--- src/hw/rtl/phbo_pkg.sv ---
package phbo_pkg;

	typedef enum logic [1:0] {
		ST_IDLE,
		ST_PREP,
		ST_DIV,
		ST_DONE
	} state_t;

	typedef logic [1:0] level_t;

	localparam level_t LVL_HIZ  = 2'd0;
	localparam level_t LVL_LOW  = 2'd1;
	localparam level_t LVL_HIGH = 2'd2;

	localparam logic [1:0] TYPE_OFF         = 2'd0;
	localparam logic [1:0] TYPE_PUSH_PULL   = 2'd1;
	localparam logic [1:0] TYPE_OPEN_DRAIN  = 2'd2;
	localparam logic [1:0] TYPE_OPEN_SOURCE = 2'd3;

	localparam logic [2:0] REG_OUTPUT_MODE  = 3'd0;
	localparam logic [2:0] REG_OV_LIMIT     = 3'd1;
	localparam logic [2:0] REG_UV_LIMIT     = 3'd2;
	localparam logic [2:0] REG_DROP_LIMIT   = 3'd3;
	localparam logic [2:0] REG_OC_DELAY     = 3'd4;
	localparam logic [2:0] REG_COOLDOWN     = 3'd5;
	localparam logic [2:0] REG_RETRY_WINDOW = 3'd6;
	localparam logic [2:0] REG_DEADTIME     = 3'd7;

	localparam int QUOT_BITS = 8;

	function automatic level_t level_for(input logic [3:0] mode, input logic on);
		level_t lvl;
		lvl = LVL_HIZ;
		unique case (mode[1:0])
			TYPE_PUSH_PULL:   lvl = (on ^ mode[2]) ? LVL_HIGH : LVL_LOW;
			TYPE_OPEN_DRAIN:  lvl = on ? LVL_LOW : LVL_HIZ;
			TYPE_OPEN_SOURCE: lvl = on ? LVL_HIGH : LVL_HIZ;
			TYPE_OFF:         lvl = LVL_HIZ;
		endcase
		return lvl;
	endfunction

endpackage

--- src/hw/rtl/protected_half_bridge_output_core.sv ---
// Channel   Direction  Handshake           Payload
// in        input      in_valid/in_stall   source_mv .. delay_cycles, one tick per beat
// out       output     out_valid/out_stall drive_level .. overcurrent_warn, one per tick
// cfg       input      cfg_wr_en           cfg_index, cfg_data
//
// Each tick runs from one accepted beat to the next: the accepting edge latches it, PREP
// forms the switch drop and warnings, DIV runs the bit-serial drop quotient and DONE
// updates state and registers the result.
// The eight-step restoring divider runs in DIV.
// Reset is asynchronous and clears all protection and output state to zero.
// A new beat is taken only in idle, once the last tick has left DONE; the final step waits on out_stall.
module protected_half_bridge_output_core #(
	parameter int HOLD_LIMIT = 255
) (
	input  logic        clk,
	input  logic        arst_n,
	input  logic        cfg_wr_en,
	input  logic [2:0]  cfg_index,
	input  logic [15:0] cfg_data,
	input  logic        in_valid,
	output logic        in_stall,
	input  logic [15:0] source_mv,
	input  logic [15:0] output_mv,
	input  logic        target_on,
	input  logic        enable,
	input  logic        ext_fault_set,
	input  logic        ext_fault_clear,
	input  logic        clear_retry,
	input  logic        delay_load,
	input  logic [7:0]  delay_cycles,
	output logic        out_valid,
	input  logic        out_stall,
	output logic [1:0]  drive_level,
	output logic        real_on,
	output logic        fault_active,
	output logic        retry_pending,
	output logic [7:0]  fault_count,
	output logic        overvoltage_warn,
	output logic        undervoltage_warn,
	output logic        overcurrent_warn
);

	localparam logic [7:0] HOLD_MAX = 8'(HOLD_LIMIT);

	phbo_pkg::state_t state_q, state_d;

	logic [3:0]  mode_q;
	logic [15:0] ov_limit_q, uv_limit_q, drop_limit_q, cooldown_ticks_q, retry_window_q;
	logic [7:0]  oc_delay_q, deadtime_ticks_q;

	phbo_pkg::level_t drive_q;
	logic        real_q, fault_q, ext_fault_q, retry_flag_q;
	logic [7:0]  integ_q, hold_q, deadtime_q, tally_q;
	logic [15:0] cool_q, retry_cnt_q;

	logic [15:0] src_q, vout_q, rem_q;
	logic        target_q, en_q, ovw_q, uvw_q, ocw_q, integrate_q, sat_q;
	logic [7:0]  low_q;
	logic [2:0]  div_cnt_q;

	logic        out_valid_q;
	phbo_pkg::level_t out_drive_q;
	logic        out_real_q, out_fault_q, out_retry_q, out_ovw_q, out_uvw_q, out_ocw_q;
	logic [7:0]  out_tally_q;

	logic        in_fire, done_fire;
	logic [15:0] drop;
	logic [16:0] shifted;
	logic        ge;
	logic [7:0]  inc, integ_new, dt_dec;
	logic [8:0]  sum;
	logic        fault_cond;
	logic        fault_new, retry_new;
	logic [7:0]  tally_new;
	phbo_pkg::level_t lvl_new;

	always_ff @(posedge clk or negedge arst_n) begin
		if (!arst_n) begin
			state_q <= phbo_pkg::ST_IDLE;
		end else begin
			state_q <= state_d;
		end
	end

	always_comb begin
		state_d = state_q;
		in_stall = 1'b1;
		done_fire = 1'b0;
		unique case (state_q)
			phbo_pkg::ST_IDLE: begin
				in_stall = 1'b0;
				if (in_valid) state_d = phbo_pkg::ST_PREP;
			end
			phbo_pkg::ST_PREP: state_d = phbo_pkg::ST_DIV;
			phbo_pkg::ST_DIV: begin
				if (div_cnt_q == 3'(phbo_pkg::QUOT_BITS - 1)) state_d = phbo_pkg::ST_DONE;
			end
			phbo_pkg::ST_DONE: begin
				if (!out_valid_q || !out_stall) begin
					done_fire = 1'b1;
					state_d = phbo_pkg::ST_IDLE;
				end
			end
		endcase
	end

	assign in_fire = in_valid && !in_stall;

	always_comb begin
		if (drive_q == phbo_pkg::LVL_HIGH && src_q > vout_q) drop = src_q - vout_q;
		else if (drive_q == phbo_pkg::LVL_LOW) drop = vout_q;
		else drop = 16'd0;
	end

	assign dt_dec  = (deadtime_q != 8'd0) ? deadtime_q - 8'd1 : 8'd0;
	assign shifted = {rem_q, low_q[7]};
	assign ge      = shifted >= {1'b0, drop_limit_q};

	always_comb begin
		inc = sat_q ? 8'hFF : low_q;
		sum = {1'b0, integ_q} + {1'b0, inc};
		if (integrate_q) integ_new = sum[8] ? 8'hFF : sum[7:0];
		else integ_new = (integ_q != 8'd0) ? integ_q - 8'd1 : 8'd0;
		fault_cond = ovw_q || uvw_q || (integ_new > oc_delay_q);
		fault_new = fault_q;
		retry_new = retry_flag_q;
		tally_new = tally_q;
		if (fault_cond) begin
			if (!fault_q && tally_q != 8'hFF) tally_new = tally_q + 8'd1;
			fault_new = 1'b1;
		end else if (cool_q != 16'd0) begin
		end else if (fault_q) begin
			fault_new = 1'b0;
			retry_new = 1'b1;
		end else if (retry_cnt_q != 16'd0) begin
		end else begin
			tally_new = 8'd0;
		end
	end

	assign lvl_new = phbo_pkg::level_for(mode_q, target_q);

	always_ff @(posedge clk or negedge arst_n) begin
		if (!arst_n) begin
			mode_q <= '0;
			ov_limit_q <= '0;
			uv_limit_q <= '0;
			drop_limit_q <= '0;
			oc_delay_q <= '0;
			cooldown_ticks_q <= '0;
			retry_window_q <= '0;
			deadtime_ticks_q <= '0;
		end else if (cfg_wr_en) begin
			unique case (cfg_index)
				phbo_pkg::REG_OUTPUT_MODE:  mode_q <= cfg_data[3:0];
				phbo_pkg::REG_OV_LIMIT:     ov_limit_q <= cfg_data;
				phbo_pkg::REG_UV_LIMIT:     uv_limit_q <= cfg_data;
				phbo_pkg::REG_DROP_LIMIT:   drop_limit_q <= cfg_data;
				phbo_pkg::REG_OC_DELAY:     oc_delay_q <= cfg_data[7:0];
				phbo_pkg::REG_COOLDOWN:     cooldown_ticks_q <= cfg_data;
				phbo_pkg::REG_RETRY_WINDOW: retry_window_q <= cfg_data;
				phbo_pkg::REG_DEADTIME:     deadtime_ticks_q <= cfg_data[7:0];
			endcase
		end
	end

	always_ff @(posedge clk) begin
		if (in_fire) begin
			src_q <= source_mv;
			vout_q <= output_mv;
			target_q <= target_on;
			en_q <= enable;
		end
		if (state_q == phbo_pkg::ST_PREP) begin
			ovw_q <= (ov_limit_q != 16'd0) && (src_q > ov_limit_q);
			uvw_q <= (uv_limit_q != 16'd0) && (src_q < uv_limit_q);
			ocw_q <= (drop_limit_q != 16'd0) && (drop > drop_limit_q);
			integrate_q <= (drop_limit_q != 16'd0) && (drop > drop_limit_q) && (dt_dec == 8'd0);
			sat_q <= {8'd0, drop[15:8]} >= drop_limit_q;
			rem_q <= {8'd0, drop[15:8]};
			low_q <= drop[7:0];
		end else if (state_q == phbo_pkg::ST_DIV) begin
			rem_q <= ge ? 16'(shifted - {1'b0, drop_limit_q}) : shifted[15:0];
			low_q <= {low_q[6:0], ge};
		end
	end

	always_ff @(posedge clk or negedge arst_n) begin
		if (!arst_n) begin
			drive_q <= phbo_pkg::LVL_HIZ;
			real_q <= 1'b0;
			fault_q <= 1'b0;
			ext_fault_q <= 1'b0;
			retry_flag_q <= 1'b0;
			integ_q <= '0;
			hold_q <= '0;
			deadtime_q <= '0;
			tally_q <= '0;
			cool_q <= '0;
			retry_cnt_q <= '0;
			div_cnt_q <= '0;
			out_valid_q <= 1'b0;
			out_drive_q <= phbo_pkg::LVL_HIZ;
			out_real_q <= 1'b0;
			out_fault_q <= 1'b0;
			out_retry_q <= 1'b0;
			out_tally_q <= '0;
			out_ovw_q <= 1'b0;
			out_uvw_q <= 1'b0;
			out_ocw_q <= 1'b0;
		end else begin
			if (in_fire) begin
				if (ext_fault_clear) ext_fault_q <= 1'b0;
				else if (ext_fault_set) ext_fault_q <= mode_q[3];
				if (clear_retry) retry_flag_q <= 1'b0;
				if (delay_load) hold_q <= (delay_cycles > HOLD_MAX) ? HOLD_MAX : delay_cycles;
			end
			if (state_q == phbo_pkg::ST_PREP) begin
				deadtime_q <= dt_dec;
				div_cnt_q <= '0;
			end
			if (state_q == phbo_pkg::ST_DIV) div_cnt_q <= div_cnt_q + 3'd1;
			if (done_fire) begin
				integ_q <= integ_new;
				if (fault_cond) begin
					if (cool_q == 16'd0) cool_q <= cooldown_ticks_q;
				end else if (cool_q != 16'd0) begin
					cool_q <= cool_q - 16'd1;
				end else if (fault_q) begin
					retry_cnt_q <= retry_window_q;
				end else if (retry_cnt_q != 16'd0) begin
					retry_cnt_q <= retry_cnt_q - 16'd1;
				end
				fault_q <= fault_new;
				retry_flag_q <= retry_new;
				tally_q <= tally_new;

				if (hold_q != 8'd0) begin
					hold_q <= hold_q - 8'd1;
					out_drive_q <= drive_q;
					out_real_q <= real_q;
				end else if (fault_new || ext_fault_q || !en_q) begin
					if (drive_q != phbo_pkg::LVL_HIZ) deadtime_q <= deadtime_ticks_q;
					drive_q <= phbo_pkg::LVL_HIZ;
					real_q <= 1'b0;
					out_drive_q <= phbo_pkg::LVL_HIZ;
					out_real_q <= 1'b0;
				end else begin
					if (drive_q != lvl_new) deadtime_q <= deadtime_ticks_q;
					drive_q <= lvl_new;
					real_q <= target_q;
					out_drive_q <= lvl_new;
					out_real_q <= target_q;
				end
				out_fault_q <= fault_new || ext_fault_q;
				out_retry_q <= retry_new;
				out_tally_q <= tally_new;
				out_ovw_q <= ovw_q;
				out_uvw_q <= uvw_q;
				out_ocw_q <= ocw_q;
				out_valid_q <= 1'b1;
			end else if (out_valid_q && !out_stall) begin
				out_valid_q <= 1'b0;
			end
		end
	end

	assign out_valid = out_valid_q;
	assign drive_level = out_drive_q;
	assign real_on = out_real_q;
	assign fault_active = out_fault_q;
	assign retry_pending = out_retry_q;
	assign fault_count = out_tally_q;
	assign overvoltage_warn = out_ovw_q;
	assign undervoltage_warn = out_uvw_q;
	assign overcurrent_warn = out_ocw_q;

	a_level_legal: assert property (@(posedge clk) disable iff (!arst_n)
		out_valid |-> (drive_level == phbo_pkg::LVL_HIZ || drive_level == phbo_pkg::LVL_LOW
			|| drive_level == phbo_pkg::LVL_HIGH))
		else $error("drive level code out of range");

	a_div_start: assert property (@(posedge clk) disable iff (!arst_n)
		state_q == phbo_pkg::ST_PREP |=> state_q == phbo_pkg::ST_DIV && div_cnt_q == 3'd0)
		else $error("divider did not start from step zero");

	a_rem_bound: assert property (@(posedge clk) disable iff (!arst_n)
		(state_q == phbo_pkg::ST_DIV || state_q == phbo_pkg::ST_DONE) && !sat_q
		|-> rem_q < drop_limit_q)
		else $error("divider remainder not below divisor");

	a_done_delivers: assert property (@(posedge clk) disable iff (!arst_n)
		done_fire |=> out_valid_q && state_q == phbo_pkg::ST_IDLE)
		else $error("finished tick did not reach the output register");

endmodule
--- config.mk ---
export PLATFORM = sky130hd
export DESIGN_NAME = protected_half_bridge_output_core
export DESIGN_NICKNAME = d
export VERILOG_FILES = /design/src/hw/rtl/phbo_pkg.sv /design/src/hw/rtl/protected_half_bridge_output_core.sv
export SDC_FILE = /design/constraint.sdc
export NUM_CORES = 1
export LEC_CHECK = 0
export ABC_AREA = 1
export BUFFER_PORTS_ARGS = -buffer_cell sky130_fd_sc_hd__buf_2
export CORE_UTILIZATION = 55
export CTS_CLUSTER_DIAMETER = 40
export DETAILED_ROUTE_END_ITERATION = 8
export GPL_ROUTABILITY_DRIVEN = 0
export PLACE_DENSITY = 0.77
export SYNTH_ARGS = -nofsm -noshare
export SYNTH_HDL_FRONTEND = slang
export SYNTH_SLANG_ARGS = --single-unit
--- constraint.sdc ---
create_clock -name clk -period 4.1 [get_ports clk]
set_clock_uncertainty 0.05 [all_clocks]
set_input_delay 0.41 -clock clk [delete_from_list [all_inputs] [get_ports clk]]
set_output_delay 0.41 -clock clk [all_outputs]
set_load 0.01 [all_outputs]
==> out/summary.txt <==
Final ANT Viol Nets - 0
Worst vdd ir - 0.000399 V
Crit path launch - sat_q$_DFFE_PP_
Core Area - 0.0280 mm^2
Max transition margin - 32.0%
CP Cell Sequence - or2_4 -> ha_2 -> inv_2 -> fa_2 -> nand3b_1 -> nand2_2 -> a21oi_4 -> buf_6 -> buf_4 -> a21oi_1 -> ha_1 -> a21oi_1 -> nor2_1 -> nor2_1 -> nand2_1 -> nand2_2 -> nand2_2 -> inv_2 -> ha_2 -> nand2_2 -> inv_2 -> buf_6 -> o21ai_0 -> a32oi_1
Synthesized instance count - 2034
Slew Viols, Final - 0
Cell area after layout - 0.0181 mm^2
Synth area leader - dfrtp_1
FFs w/ async S/R, synth - 74.2%
Vias - 14200
Crit path kind - register to register
CP max stage delay - 440 ps
CP required - 4500 ps
Post-synthesis register bit count - 244
Total track usage - 28.0%
Reg-to-reg critical path startpoint - sat_q$_DFFE_PP_
Hold slack - -46.0 ps
Buffers & Inverters on Critical Path - 6
Final worst-path cycle share - 97.1%
Crit path DAT - 4380 ps
Min-Delay Path Class - input port to asynchronous set/reset pin
Largest net degree at the start of global routing - 109
Diodes inserted - 0
DR DRC count - 0
Setup ws final - 119 ps
FF-to-FF path depth - 24
Most frequent CP cell - nand2_2
Longest Clk Path Bufs - 3
FP Rows - 61
Die ar. - 0.0294 mm^2
Final WL - 41000 um
Static leakage - 8.83 nW
Area Overhead vs Synth - 14.2%
CP Capture Type - register
Avg WL per Cell - 16.1 um
Worst slew pin tran - 1020 ps
Die W - 172 um
Number of hold violations in the final report - 27
Share of cells above drive strength 1 - 14.0%
Vias per Instance - 5.61
Vias in the first global route - 13600
Failing checks - negative hold slack
H-tree Lvls - 2
Synth area leaders - dfrtp_1 (29%), nand2_1 (13%), edfxtp_1 (10%), ha_1 (9.6%), o21ai_0 (6.2%)
Global-route wire length before repair - 65400 um
Starting Density - 56.5%
Dpl cells - 2462
Mapped Area - 0.0158 mm^2
Place WS - 17.5 ps
Final Critical Period - 3980 ps
Cell family with most CP delay - adder cells
Endpoints failing setup - 0
Reg2Reg Setup Slack - 120 ps
Chip height - 172 um
Synth warnings - 0
PortBufs - 87
Count of cell types in the netlist - 59
PwrDens - 742 mW/mm^2
DRT Pass-1 Iters - 6
I/O pins - 88
Final Core Density - 64.5%
EDFF count, synth - 55
Prevailing post-synth register cell - dfrtp_1
Critical Path End - cool_q[12]$_DFFE_PN0P_
Placed cell areas - 0.0166 mm^2
CTS Buf Count - 37
Total grt overflow - 0
R2r endpoint - cool_q[12]$_DFFE_PN0P_
DP HPWL - 29500 um
Nets - 2329
Unrepaired setup endpoints after global routing - true
Fmax - 0.251 GHz
Clk root buf - clkbuf_16
TritonCTS clock tree - done
Share of the synthesized area in the top cell type - 28.6%
Antenna violations before repair - 0
Crit-path slowest cell - edfxtp_1
Outcome - finished with violations
CP Launch Type - register
Skew-Pair Late Insertion Delay - 530 ps
Clock-pin slew on the worst setup and hold paths - 60 ps
Sequential fraction of the synthesis area - 40.1%
Post-Syn Nets - 2228
DR iter-0 viols - 1211
Max FO, Critical Path - 8
TritonCTS Sinks - 244
Number of max-cap violations - 0
Fin cells - 2542
Worst path depth - 24
Syn Area/Cell - 7.78 um^2
## logic make-up (layout without fill, tap and decap cells)
family,after synthesis,after routing,synth area share [%]
adder cells (fa/ha/maj),124,124,9.95
XOR/XNOR,39,39,2.16
AND/OR/NAND/NOR,940,941,26.2
AO/OA/AOI/OAI,382,382,13.8
multiplexers,1,1,0.0633
buffers and inverters,304,433,7.73
flip-flops,244,244,40.1
## how the worst min path moves through the flow
stage | cells after the start | from | slack, ps | end
6_report | 1 | arst_n | -50 | fault_count[5]$_DFFE_PN0P_
5_1_grt | 1 | output_mv[9] | 4 | vout_q[9]$_DFFE_PP_
3_3_place_gp | 2 | ocw_q$_DFFE_PP_ | 380 | overcurrent_warn$_DFFE_PN0P_
2_1_floorplan | 0 | arst_n | 60 | cool_q[0]$_DFFE_PN0P_
4_1_cts | 1 | source_mv[6] | 0.06 | src_q[6]$_DFFE_PP_
3_5_place_dp | 2 | ocw_q$_DFFE_PP_ | 390 | overcurrent_warn$_DFFE_PN0P_
## where the power goes
group          leakage, nW  switching, mW  internal [mW]
clock                0.620           1.26           1.95
sequential            2.82          0.596           3.26
combinational         5.39           3.98           2.36
## state kept, by name (all words and copies together) (netlist names), 16 cells and up
name	count
cool_q	16
uv_limit_q	16
ov_limit_q	16
src_q	16
rem_q	16
retry_cnt_q	16
drop_limit_q	16
vout_q	16
retry_window_q	16
cooldown_ticks_q	16
## cells in the final DEF (no fill, tap or decap), types with 22 or more instances in the layout
master     synthesis  final
a21oi_1           80     75
buf_2              6     87
o21ai_0          196    193
ha_1             121    115
nor2_1           138    137
nand2_1          541    536
clkbuf_16          0     38
nand3_1          119    119
dfrtp_1          181    181
inv_1            240    237
nand2_2           21     25
xor2_1            22     22
nand4_1           22     22
edfxtp_1          55     55
## cells in the mapped netlist (3+ instances only)
master	count
nor3_1	19
nand2_2	21
edfxtp_1	55
or2_2	19
nand2_4	3
nor2_1	138
nor2_2	10
xor2_1	22
nand3_1	119
nand4_1	22
a21oi_2	8
buf_2	6
a21oi_1	80
o21bai_1	8
ha_1	121
nor2_4	3
a31oi_1	8
buf_6	6
clkinv_1	4
clkbuf_1	29
o22ai_1	10
nand2_1	541
nand3_2	5
inv_2	11
o21ai_2	16
dfxtp_1	8
o211ai_1	17
a21o_1	5
o21ai_1	13
fa_1	3
and2_1	5
buf_4	4
o31ai_1	6
nor4_1	9
xnor2_1	17
nand3b_1	18
dfrtp_1	181
inv_1	240
o21ai_0	196
## layout make-up
cell class                      count  area, um^2
Clock buffer                       41         962
Clock inverter                     27         315
Fill cell                        2359        9950
Inverter                          256         968
Multi-Input combinational cell   1487        8360
Sequential cell                   244        6340
Tap cell                          378         473
Timing Repair Buffer              109         636
## repair_timing
| item | CTS | global route |
|---|---|---|
| endpoints found under the setup margin | 1 | 44 |
| buffers inserted | 0 | 7 |
| pin swaps | 0 | 14 |
| cloned | 0 | 2 |
| gates resized for setup | 2 | 32 |
| hold buffers | 2 | 1 |
| hold endpoints to repair | 2 | 1 |
## metrics by stage
step           setup TNS [ps]  power [mW]
5_1_grt                 -1600        14.4
2_1_floorplan               0        8.33
6_report                    0        13.4
4_1_cts                     0        13.0
3_5_place_dp                0        9.75
3_3_place_gp                0        9.53
## routing by layer
metal / vias to the layer above / track usage (%) / wire length [um] / share of wire (%)
met5: - / 0 / 0 / 0
met4: 0 / 10.2 / 1300 / 3.2
met3: 90 / 3.77 / 2690 / 6.6
met2: 513 / 47.5 / 19500 / 48
met1: 6707 / 36.3 / 17500 / 43
li1: 6939 / - / - / -
Power figures use the tool's default switching activity.
